`src/hdl/c2i_pkg.sv`:
```
// ----------------------------------------------------------------------------
// c2i_pkg
// Shared types and constants of the col2im accumulation core: field widths,
// register reset values, register indexes, controller states and the
// command/status bundles between controller and datapath.
// ----------------------------------------------------------------------------
package c2i_pkg;

   // default sizing of the image store and kernel check
   localparam int DEF_MAX_IMAGE_SIDE = 32;
   localparam int DEF_MAX_CHANNELS   = 4;
   localparam int DEF_MAX_KERNEL     = 7;

   // item field widths
   localparam int PATCH_W = 10;
   localparam int ROW_W   = 8;
   localparam int VALUE_W = 16;
   localparam int PIX_W   = 5;
   localparam int PCH_W   = 2;
   localparam int SUM_W   = 22;

   // register widths
   localparam int KSIZE_W  = 3;
   localparam int STRIDE_W = 4;
   localparam int PAD_W    = 3;
   localparam int GEOM_W   = 6;
   localparam int CHCNT_W  = 3;

   // port widths
   localparam int CSR_INDEX_W = 3;
   localparam int CSR_DATA_W  = 8;
   localparam int REQ_DATA_W  = 48;
   localparam int RSP_DATA_W  = 24;

   // signed pixel position width
   localparam int POS_W = 16;

   // register reset values
   localparam logic [KSIZE_W-1:0]  RST_KERNEL_SIZE   = 3'd3;
   localparam logic [STRIDE_W-1:0] RST_STRIDE        = 4'd1;
   localparam logic [PAD_W-1:0]    RST_PADDING       = 3'd0;
   localparam logic [GEOM_W-1:0]   RST_PATCHES_WIDE  = 6'd28;
   localparam logic [GEOM_W-1:0]   RST_PATCHES_HIGH  = 6'd28;
   localparam logic [GEOM_W-1:0]   RST_IMAGE_WIDTH   = 6'd28;
   localparam logic [GEOM_W-1:0]   RST_IMAGE_HEIGHT  = 6'd28;
   localparam logic [CHCNT_W-1:0]  RST_CHANNEL_COUNT = 3'd3;

   // saturation limits of a pixel sum
   localparam logic [SUM_W-1:0] SUM_MAX_BITS = {1'b0, {(SUM_W-1){1'b1}}};
   localparam logic [SUM_W-1:0] SUM_MIN_BITS = {1'b1, {(SUM_W-1){1'b0}}};

   typedef enum logic {
      OP_ADD  = 1'b0,
      OP_READ = 1'b1
   } c2i_op_type;

   typedef enum logic [CSR_INDEX_W-1:0] {
      REG_KERNEL_SIZE   = 3'd0,
      REG_STRIDE        = 3'd1,
      REG_PADDING       = 3'd2,
      REG_PATCHES_WIDE  = 3'd3,
      REG_PATCHES_HIGH  = 3'd4,
      REG_IMAGE_WIDTH   = 3'd5,
      REG_IMAGE_HEIGHT  = 3'd6,
      REG_CHANNEL_COUNT = 3'd7
   } c2i_reg_type;

   typedef enum logic [3:0] {
      ST_CLEAR,
      ST_IDLE,
      ST_DIVIDE,
      ST_SPLIT,
      ST_PLACE,
      ST_ADDRESS,
      ST_FETCH,
      ST_UPDATE,
      ST_REPLY
   } c2i_state_type;

   typedef struct packed {
      c2i_op_type                 op;
      logic [PATCH_W-1:0]         patch_index;
      logic [ROW_W-1:0]           row_index;
      logic signed [VALUE_W-1:0]  element_value;
      logic [PIX_W-1:0]           pixel_x;
      logic [PIX_W-1:0]           pixel_y;
      logic [PCH_W-1:0]           pixel_channel;
   } c2i_item_type;

   // controller to datapath
   typedef struct packed {
      logic load;
      logic start_split;
      logic calc_pos;
      logic calc_addr;
      logic mem_read;
      logic mem_write_sum;
      logic mem_write_zero;
      logic out_load;
      logic clear_step;
   } c2i_cmd_type;

   // datapath to controller
   typedef struct packed {
      logic op_read;
      logic div_done;
      logic split_done;
      logic hit;
      logic clear_last;
      logic out_full;
   } c2i_stat_type;

endpackage

```
`src/hdl/c2i_ctrl.sv`:
```
// ----------------------------------------------------------------------------
// c2i_ctrl
// Sequencer of the col2im accumulation core: clearing sweep after reset,
// item acceptance, divider phases, placement, store read-modify-write and
// the reply hand-off to the result register.
// ----------------------------------------------------------------------------
module c2i_ctrl (
   input  logic                   clock,
   input  logic                   reset,
   input  logic                   req_valid,
   input  logic                   req_op,
   output logic                   req_ready,
   input  c2i_pkg::c2i_stat_type  stat,
   output c2i_pkg::c2i_cmd_type   cmd
);

   import c2i_pkg::*;

   c2i_state_type state_ff, state_in;

   // next state
   always_comb begin
      state_in = state_ff;
      case (state_ff)
         ST_CLEAR: begin
            if (stat.clear_last) state_in = ST_IDLE;
         end
         ST_IDLE: begin
            if (req_valid) begin
               state_in = (c2i_op_type'(req_op) == OP_READ) ? ST_ADDRESS : ST_DIVIDE;
            end
         end
         ST_DIVIDE: begin
            if (stat.div_done) state_in = ST_SPLIT;
         end
         ST_SPLIT: begin
            if (stat.split_done) state_in = ST_PLACE;
         end
         ST_PLACE:   state_in = ST_ADDRESS;
         ST_ADDRESS: state_in = ST_FETCH;
         ST_FETCH:   state_in = stat.op_read ? ST_REPLY : ST_UPDATE;
         ST_UPDATE:  state_in = ST_IDLE;
         ST_REPLY: begin
            if (!stat.out_full) state_in = ST_IDLE;
         end
         default:    state_in = ST_IDLE;
      endcase
   end

   always_ff @(posedge clock) begin
      if (reset) begin
         state_ff <= ST_CLEAR;
      end else begin
         state_ff <= state_in;
      end
   end

   // commands
   always_comb begin
      cmd       = '0;
      req_ready = 1'b0;
      case (state_ff)
         ST_CLEAR: cmd.clear_step = 1'b1;
         ST_IDLE: begin
            req_ready = 1'b1;
            cmd.load  = req_valid;
         end
         ST_DIVIDE:  cmd.start_split = stat.div_done;
         ST_SPLIT:   ;
         ST_PLACE:   cmd.calc_pos  = 1'b1;
         ST_ADDRESS: cmd.calc_addr = 1'b1;
         ST_FETCH:   cmd.mem_read  = 1'b1;
         ST_UPDATE:  cmd.mem_write_sum = stat.hit;
         ST_REPLY: begin
            cmd.out_load       = !stat.out_full;
            cmd.mem_write_zero = !stat.out_full & stat.hit;
         end
         default: ;
      endcase
   end

endmodule

```
`config.mk`:
```
export PLATFORM = sky130hd
export DESIGN_NAME = c2i_ctrl
export DESIGN_NICKNAME = d
export VERILOG_FILES = /design/src/hdl/c2i_pkg.sv /design/src/hdl/c2i_ctrl.sv
export SDC_FILE = /design/constraint.sdc
export NUM_CORES = 1
export LEC_CHECK = 0
export ABC_AREA = 1
export ABC_CLOCK_PERIOD_IN_PS = 1210
export BUFFER_PORTS_ARGS = -buffer_cell sky130_fd_sc_hd__buf_2
export CORE_AREA = 2 2 39 41
export DETAILED_ROUTE_END_ITERATION = 12
export DIE_AREA = 0 0 41 43
export PLACE_DENSITY = 0.62
export RECOVER_POWER = 50
export SLEW_MARGIN = 5
export SYNTH_ARGS = -nofsm -noshare
export SYNTH_HDL_FRONTEND = slang
export SYNTH_SLANG_ARGS = --single-unit
```
`constraint.sdc`:
```
create_clock -name clock -period 1.21 [get_ports clock]
set_input_delay 0.121 -clock clock [delete_from_list [all_inputs] [get_ports clock]]
set_output_delay 0.121 -clock clock [all_outputs]
set_load 0.02 [all_outputs]
```
==> impl_metrics.env, run 1 <==
export IMPL_rows=14
export IMPL_synth_simple_area_share_pct=58.9
export IMPL_peakVddDrop_uv=1130
export IMPL_finalCritPeriodShare_pct=108
export IMPL_setup_ws_ps=-94.2
export IMPL_grt_max_degree=8
export IMPL_synthAdderAreaFrac_pct=0
export IMPL_rsz0062_at_grt="yes"
export IMPL_top_register="state_ff"
export IMPL_clkSlewWorstSetupHoldPaths_ps=40
export IMPL_worstSetupPathType="flop to flop"
export IMPL_syn_to_final_growth_pct=83.5
export IMPL_cts_hold_buf=0
export IMPL_dieArea_um2=1760
export IMPL_slew_limit_headroom_pct=86.7
export IMPL_power_per_cell_area_nw_per_um2=2340
export IMPL_worst_slew_pin_slew_ps=199
export IMPL_synthXorXnorAreaFrac_pct=0
export IMPL_synth_top_family_by_area="simple AND/OR/NAND/NOR gates"
export IMPL_syn_num_nets=89
export IMPL_yosysSeqAreaShare_pct=17.3
export IMPL_start_util_pct=33.5
export IMPL_hp_class="input pin to flop"
export IMPL_drtIter0Drc=4
export IMPL_port_buffers=19
export IMPL_dr_pass1_iters=4
export IMPL_grt_pass1_vias=551
export IMPL_crit_required_ps=1330
export IMPL_most_common_layout_cells="nand2_1, buf_4, inv_1"
export IMPL_synthMuxAreaShare_pct=0
export IMPL_violations="setup timing"
export IMPL_drive_above_1_share_pct=67.0
export IMPL_finalMaxSlewViolations=0
export IMPL_cts_path_max_buffers=2
export IMPL_grt_usage_pct=17.9
export IMPL_status="finished with violations"
export IMPL_fmax_mhz=767
export IMPL_dp_hpwl_um=907
export IMPL_avgSynthCellArea_um2=5.86
export IMPL_overflow=0
export IMPL_io_pins=20
export IMPL_diodes=0
export IMPL_setup_viol=9
export IMPL_top_regs="state_ff (4)"
export IMPL_min_period_ps=1300
export IMPL_syn_inst=79
export IMPL_yosysWarnings=0
export IMPL_yosysUniqueCellTypes=18
export IMPL_antenna_found_initial=0
export IMPL_final_antenna_net_count=0
export IMPL_end_kind="flop"
export IMPL_die_w_um=41
export IMPL_skew_ps=1.83
export IMPL_drv_cap=0
export IMPL_cts_tree="built"
export IMPL_grt_pass1_wl_mm=2.19
export IMPL_cts_htree_levels=1
export IMPL_die_y_um=43
export IMPL_nNetsFinal=127
export IMPL_dr_total_vias=609
export IMPL_largest_register_ffs=4
export IMPL_wire_per_inst_um=11.2
export IMPL_finalHoldViolations=0
export IMPL_start_kind="flop"
export IMPL_wl_mm=1.47
export IMPL_insertion_delay_ps=230
export IMPL_holdWs_ps=76.3
export IMPL_cp_max_fo=4
export IMPL_netlist_area_um2=463
export IMPL_core_region_area_um2=1380
export IMPL_synth_compound_area_share_pct=5.95
export IMPL_cts_sinks=4
export IMPL_ys_ff_latch=4
export IMPL_cts_inserted_buffers=3
export IMPL_arrival_ps=1430
export IMPL_root_buffer="clkbuf_4"
export IMPL_avgViaCountPerCell=4.65
export IMPL_dpl_worst_slack_ps=9.67
export IMPL_p_leak_nw=0.471
export IMPL_place_congestion=0.875
export IMPL_drc=0
[critical path: stages, from the launching register on]
cell and delay, ps:
dfxtp_4 350, nor2_4 190, buf_6 140, buf_12 100, nand4_1 90, nand2_2 120
o21bai_1 80, nand2_1 70, nor2_2 40
[Yosys cell counts]
cell type | n | area share, %
inv_2 | 5 | 4.1
nand2_2 | 2 | 2.7
nand3_1 | 7 | 7.6
buf_6 | 1 | 2.4
nor3_1 | 2 | 2.2
inv_1 | 14 | 11
nand2_1 | 18 | 15
a21oi_1 | 3 | 3.2
nand3_2 | 1 | 2.2
o21ai_0 | 1 | 1.1
nand3b_2 | 1 | 2.4
nor2_1 | 9 | 7.3
nor3_4 | 1 | 3.5
nor2_4 | 4 | 9.7
o21bai_1 | 1 | 1.6
dfxtp_1 | 4 | 17
nor2_2 | 3 | 4.1
nand4_1 | 2 | 2.7
[report_power, final]
| group | leakage [nW] | switching (mW) | internal, mW |
|---|---|---|---|
| sequential | 0.0353 | 0.0696 | 0.196 |
| clock | 0.0138 | 0.0485 | 0.110 |
| combinational | 0.422 | 0.844 | 0.718 |
| total | 0.471 | 0.962 | 1.02 |
[cell families after synthesis]
family	count (synthesis)
AO/OA/AOI/OAI	5
buffers and inverters	20
flip-flops	4
AND/OR/NAND/NOR	50
[routing by layer]
layer | vias up | part of all wire [%] | track usage [%]
li1 | 313 | - | -
met1 | 273 | 42 | 20.8
met2 | 21 | 52 | 30.0
met3 | 2 | 4.5 | 5.24
met4 | 0 | 1.1 | 4.67
met5 | - | 0 | 0
[stage by stage]
stage / cells / utilization [%] / total power, mW / cell area, um2 / setup TNS, ps
finish: 131 / 61.4 / 1.99 / 850 / -557
global route: 131 / 61.4 / 2.14 / 850 / -1310
CTS: 127 / 54.4 / 1.64 / 753 / -360
detailed placement: 116 / 43.3 / 1.22 / 599 / 0
global placement: 116 / 43.3 / 1.22 / 599 / 0
floorplan: 79 / - / 0.985 / 473 / 0
[area by class of cell]
| cell class | count | area, um2 |
|---|---|---|
| inverter | 19 | 76.3 |
| multi-input combinational | 55 | 359 |
| timing repair buffer | 34 | 279 |
| clock buffer | 3 | 22.5 |
| fill | 138 | 534 |
| tap | 16 | 20.0 |
| sequential | 4 | 92.6 |
[final timing paths]
path	start	endpoint	slack [ps]	cells after the start
setup reg to reg	state_ff[2]	state_ff[0]	-90	8
hold reg to reg	state_ff[2]	state_ff[3]	590	3
hold / removal	reset	state_ff[2]	80	2
setup / recovery	state_ff[2]	state_ff[0]	-90	8
[repair_timing]
| action | 4_1_cts | 5_1_grt |
|---|---|---|
| pin swaps | 9 | 9 |
| gates resized for setup | 27 | 20 |
| setup endpoints to repair | 9 | 13 |
| setup buffers | 8 | 4 |
Note: power is estimated with default switching activity, not from simulation.
==> run 2: changes to the inputs <==
--- a/config.mk
+++ b/config.mk
@@ -12,7 +12,6 @@
 export DETAILED_ROUTE_END_ITERATION = 12
 export DIE_AREA = 0 0 41 43
 export PLACE_DENSITY = 0.62
-export RECOVER_POWER = 50
 export SLEW_MARGIN = 5
 export SYNTH_ARGS = -nofsm -noshare
 export SYNTH_HDL_FRONTEND = slang
==> run 2 against run 1 <==
- critical path type unchanged
- wire length is 0.14% lower
- highest routed layer unchanged
- critical endpoint unchanged
- largest power group unchanged
- clock power about the same
- die area stayed put
- the flow still finishes with violations (setup timing)
==> impl_metrics.env, run 2 (same netlist as run 1, synthesis figures left out) <==
export IMPL_status="finished with violations"
export IMPL_violations="setup timing"
export IMPL_drtIter0Drc=4
export IMPL_hp_class="input pin to flop"
export IMPL_root_buffer="clkbuf_4"
export IMPL_dieArea_um2=1760
export IMPL_cp_max_fo=4
export IMPL_power_per_cell_area_nw_per_um2=2340
export IMPL_avgViaCountPerCell=4.65
export IMPL_wl_mm=1.47
export IMPL_cts_hold_buf=0
export IMPL_min_period_ps=1300
export IMPL_regArea_um2=92.6
export IMPL_die_y_um=43
export IMPL_wire_per_inst_um=11.2
export IMPL_top_register="state_ff"
export IMPL_clkSlewWorstSetupHoldPaths_ps=40
export IMPL_setup_ws_ps=-94.1
export IMPL_core_region_area_um2=1380
export IMPL_dp_cells=116
export IMPL_grt_pass1_vias=551
export IMPL_layoutNonFillerInstCount=131
export IMPL_drc=0
export IMPL_slew_limit_headroom_pct=87.3
export IMPL_dr_total_vias=609
export IMPL_multi_input_area_um2=365
export IMPL_holdPathStages=2
export IMPL_largest_register_ffs=4
export IMPL_io_pins=20
export IMPL_insertion_delay_ps=230
export IMPL_rr_worst_depth=8
export IMPL_cts_tree="built"
export IMPL_fillCellCount=136
export IMPL_finalMaxSlewViolations=0
export IMPL_overflow=0
export IMPL_cts_htree_levels=1
export IMPL_holdWs_ps=76.3
export IMPL_r2r_end="state_ff[0]"
export IMPL_nNetsFinal=127
export IMPL_drv_cap=0
export IMPL_grt_pass1_wl_mm=2.19
export IMPL_post_route_util_pct=61.8
export IMPL_top_regs="state_ff (4)"
export IMPL_end_kind="flop"
export IMPL_drive_above_1_share_pct=67.0
export IMPL_r2r_slack_ps=-90
export IMPL_rows=14
export IMPL_finalCritPeriodShare_pct=108
export IMPL_rsz0062_at_grt="yes"
export IMPL_final_antenna_net_count=0
export IMPL_antenna_found_initial=0
export IMPL_start_util_pct=33.5
export IMPL_min_to="state_ff[2]"
export IMPL_cts_path_max_buffers=2
export IMPL_arrival_ps=1430
export IMPL_peakVddDrop_uv=1140
export IMPL_start_kind="flop"
export IMPL_timing_rr_start="state_ff[2]"
export IMPL_cts_inserted_buffers=3
export IMPL_min_delay_start="reset"
export IMPL_worstSetupPathType="flop to flop"
export IMPL_setup_viol=10
export IMPL_worst_slew_pin_slew_ps=190
export IMPL_grt_usage_pct=17.9
export IMPL_syn_to_final_growth_pct=84.9
export IMPL_grt_max_degree=8
export IMPL_dp_hpwl_um=907
export IMPL_port_buffers=19
export IMPL_crit_required_ps=1330
export IMPL_cts_sinks=4
export IMPL_most_common_layout_cells="nand2_1, buf_4, inv_1"
export IMPL_dpl_worst_slack_ps=9.67
export IMPL_place_congestion=0.875
export IMPL_post_dp_cell_area_um2=599
export IMPL_dr_pass1_iters=4
export IMPL_die_w_um=41
export IMPL_finalHoldViolations=0
export IMPL_diodes=0
export IMPL_skew_ps=1.83
export IMPL_fmax_mhz=767
export IMPL_p_leak_nw=0.474
export IMPL_fin_area_um2=856
run 2: cell type report:
class / count / share of cell area, %
timing repair buffer: 34 / 32.6
sequential: 4 / 10.8
tap: 16 / 2.34
clock buffer: 3 / 2.63
multi-input combinational: 55 / 42.7
inverter: 19 / 8.92
run 2: layer usage:
metal | up-vias | wire, um | global-route usage (%)
met5 | - | 0 | 0
met4 | 0 | 16 | 4.67
met3 | 2 | 67 | 5.24
met2 | 21 | 767 | 30.0
met1 | 273 | 620 | 20.8
li1 | 313 | - | -
run 2: worst max path at each step:
stage | from | to | slack (ps) | cells past startpoint
finish | state_ff[2] | state_ff[0] | -90 | 8
global route | state_ff[2] | state_ff[0] | -170 | 9
CTS | state_ff[2] | cmd[4] | -100 | 5
detailed placement | state_ff[2] | state_ff[0] | 10 | 9
global placement | state_ff[2] | state_ff[0] | 10 | 9
floorplan | state_ff[2] | state_ff[3] | 60 | 6
run 2: through the flow:
step           power, mW  TNS (ps)
6_report            2.00      -574
5_1_grt             2.16     -1310
4_1_cts             1.64      -360
3_5_place_dp        1.22         0
3_3_place_gp        1.22         0
2_1_floorplan      0.985         0
run 2: critical path, cell delays in order, from the launching register on:
cell and delay [ps]:
dfxtp_4 350, nor2_4 190, buf_6 140, buf_12 100
nand4_1 90, nand2_2 120, o21bai_1 80, nand2_1 70
nor2_2 40
run 2: power breakdown:
| group | internal, mW | switching (mW) |
|---|---|---|
| clock | 0.110 | 0.0485 |
| combinational | 0.719 | 0.859 |
| sequential | 0.196 | 0.0696 |
| total | 1.03 | 0.977 |
run 2: timing repair:
| item | in CTS | in global routing |
|---|---|---|
| pin swaps | 9 | 9 |
| endpoints found under the hold margin | 0 | 0 |
| resized for setup | 27 | 20 |
| setup buffers | 8 | 4 |
| endpoints found under the setup margin | 9 | 13 |
==> run 3: changes to the inputs <==
--- a/config.mk
+++ b/config.mk
@@ -12,6 +12,7 @@
 export DETAILED_ROUTE_END_ITERATION = 12
 export DIE_AREA = 0 0 41 43
 export PLACE_DENSITY = 0.62
+export SETUP_SLACK_MARGIN = 0.15
 export SLEW_MARGIN = 5
 export SYNTH_ARGS = -nofsm -noshare
 export SYNTH_HDL_FRONTEND = slang
==> run 3 against run 2 <==
- the flow still finishes with violations (setup timing)
- global-route usage decreased by 0.50 points
- sequential power increased by 12%
- cell count decreased by 3.8%
- die area unchanged
- critical path type is now flop to primary output
- largest cell class unchanged
==> impl_metrics.env, run 3 (same netlist as run 1, synthesis figures left out) <==
export IMPL_dieArea_um2=1760
export IMPL_r2r_end="state_ff[2]"
export IMPL_rsz0062_at_grt="yes"
export IMPL_worstSetupPathType="flop to primary output"
export IMPL_fin_setup_tns_ps=-334
export IMPL_fillCellCount=131
export IMPL_drv_cap=0
export IMPL_core_region_area_um2=1380
export IMPL_dp_hpwl_um=938
export IMPL_arrival_ps=1160
export IMPL_grt_usage_pct=17.4
export IMPL_p_leak_nw=0.454
export IMPL_port_buffers=19
export IMPL_worst_slew_pin_slew_ps=195
export IMPL_peakVddDrop_uv=1090
export IMPL_die_y_um=43
export IMPL_drc=0
export IMPL_min_delay_start="reset"
export IMPL_dr_total_vias=585
export IMPL_top_register="state_ff"
export IMPL_most_common_layout_cells="nand2_1, inv_1, buf_6, buf_2, buf_4"
export IMPL_cts_hold_buf=0
export IMPL_rr_worst_depth=10
export IMPL_die_w_um=41
export IMPL_avgViaCountPerCell=4.64
export IMPL_nNetsFinal=121
export IMPL_wire_per_inst_um=10.5
export IMPL_cp_max_fo=4
export IMPL_crit_required_ps=1090
export IMPL_violations="setup timing"
export IMPL_holdWs_ps=86.8
export IMPL_syn_to_final_growth_pct=77.3
export IMPL_end_kind="primary output"
export IMPL_root_buffer="clkbuf_4"
export IMPL_finalMaxSlewViolations=0
export IMPL_cts_path_max_buffers=2
export IMPL_skew_ps=2.10
export IMPL_setup_viol=9
export IMPL_antenna_found_initial=0
export IMPL_slew_limit_headroom_pct=87.0
export IMPL_final_antenna_net_count=0
export IMPL_dr_pass1_iters=3
export IMPL_insertion_delay_ps=230
export IMPL_largest_register_ffs=4
export IMPL_holdPathStages=2
export IMPL_min_period_ps=1290
export IMPL_grt_max_degree=8
export IMPL_status="finished with violations"
export IMPL_grt_pass1_wl_mm=2.08
export IMPL_clkSlewWorstSetupHoldPaths_ps=40
export IMPL_cts_sinks=4
export IMPL_min_to="state_ff[2]"
export IMPL_start_kind="flop"
export IMPL_overflow=0
export IMPL_cts_htree_levels=1
export IMPL_cts_tree="built"
export IMPL_r2r_slack_ps=-20
export IMPL_setup_ws_ps=-75.7
export IMPL_place_congestion=0.814
export IMPL_hp_class="input pin to flop"
export IMPL_fmax_mhz=778
export IMPL_power_per_cell_area_nw_per_um2=2250
export IMPL_top_regs="state_ff (4)"
export IMPL_p_total_mw=1.85
export IMPL_start_util_pct=33.5
export IMPL_cts_inserted_buffers=3
export IMPL_final_common_cell="nand2_1"
export IMPL_io_pins=20
export IMPL_finalCritPeriodShare_pct=106
export IMPL_wl_mm=1.33
export IMPL_drtIter0Drc=6
export IMPL_diodes=0
export IMPL_drive_above_1_share_pct=62.7
export IMPL_rows=14
export IMPL_timing_rr_start="state_ff[2]"
export IMPL_grt_pass1_vias=504
export IMPL_finalHoldViolations=0
==> run 3: changes by cell type in the layout (fill, tap and decap cells not counted), moves of 2 or more <==
cell and change:
nand3_1 +2, a21oi_1 -2, buf_6 +2, buf_4 -7, nor2_2 -2, a21oi_2 +2
==> run 3: layout make-up <==
type                    count  area [um2]  share of cell area, %
clock buffers               4        26.3                   3.20
inverters                  19        81.3                   9.91
multi-input cells          55         369                   45.0
flip-flops and latches      4        95.1                   11.6
well taps                  16        20.0                   2.44
repair buffers             28         229                   27.9
==> run 3: power by group <==
group          internal (mW)  total [mW]  switching [mW]
registers              0.202       0.297          0.0950
logic                  0.599        1.37           0.769
clock network          0.124       0.182          0.0585
==> run 3: worst max-delay path, cell delays in order (launching register included) <==
cell and delay, ps:
dfxtp_4 370, inv_4 40, nor2_4 140, inv_2 70
nor3_4 150, buf_6 150
==> run 3: worst max path at each step <==
stage,startpoint,endpoint,slack (ps),depth (start not counted)
6_report,state_ff[2],cmd[4],-80,5
5_1_grt,state_ff[2],cmd[8],-120,4
4_1_cts,state_ff[2],cmd[4],-110,5
3_5_place_dp,state_ff[0],state_ff[0],30,8
3_3_place_gp,state_ff[0],state_ff[0],50,8
2_1_floorplan,state_ff[2],state_ff[3],130,6
==> run 3: layer usage <==
layer  vias up  share of wire, %  global-route usage [%]
li1        304                 -                       -
met5         -                 0                       0
met4         0               2.0                    8.67
met2        14                55                    30.0
met3         2               2.9                    1.57
met1       265                40                    19.6
==> run 3: through the flow <==
stage	utilization, %	setup slack (ps)	instances	cell area, um2
finish	59.3	-75.7	126	821
detailed placement	44.0	26.3	115	609
global placement	44.0	45.3	115	609
global route	59.3	-124	126	821
CTS	56.3	-106	125	779
floorplan	-	131	79	490
==> run 3: repair_timing <==
action / 4_1_cts / 5_1_grt
setup buffers: 6 / 1
pin swaps: 4 / 7
hold endpoints to repair: 0 / 0
gates resized for setup: 35 / 10
endpoints found under the setup margin: 13 / 14
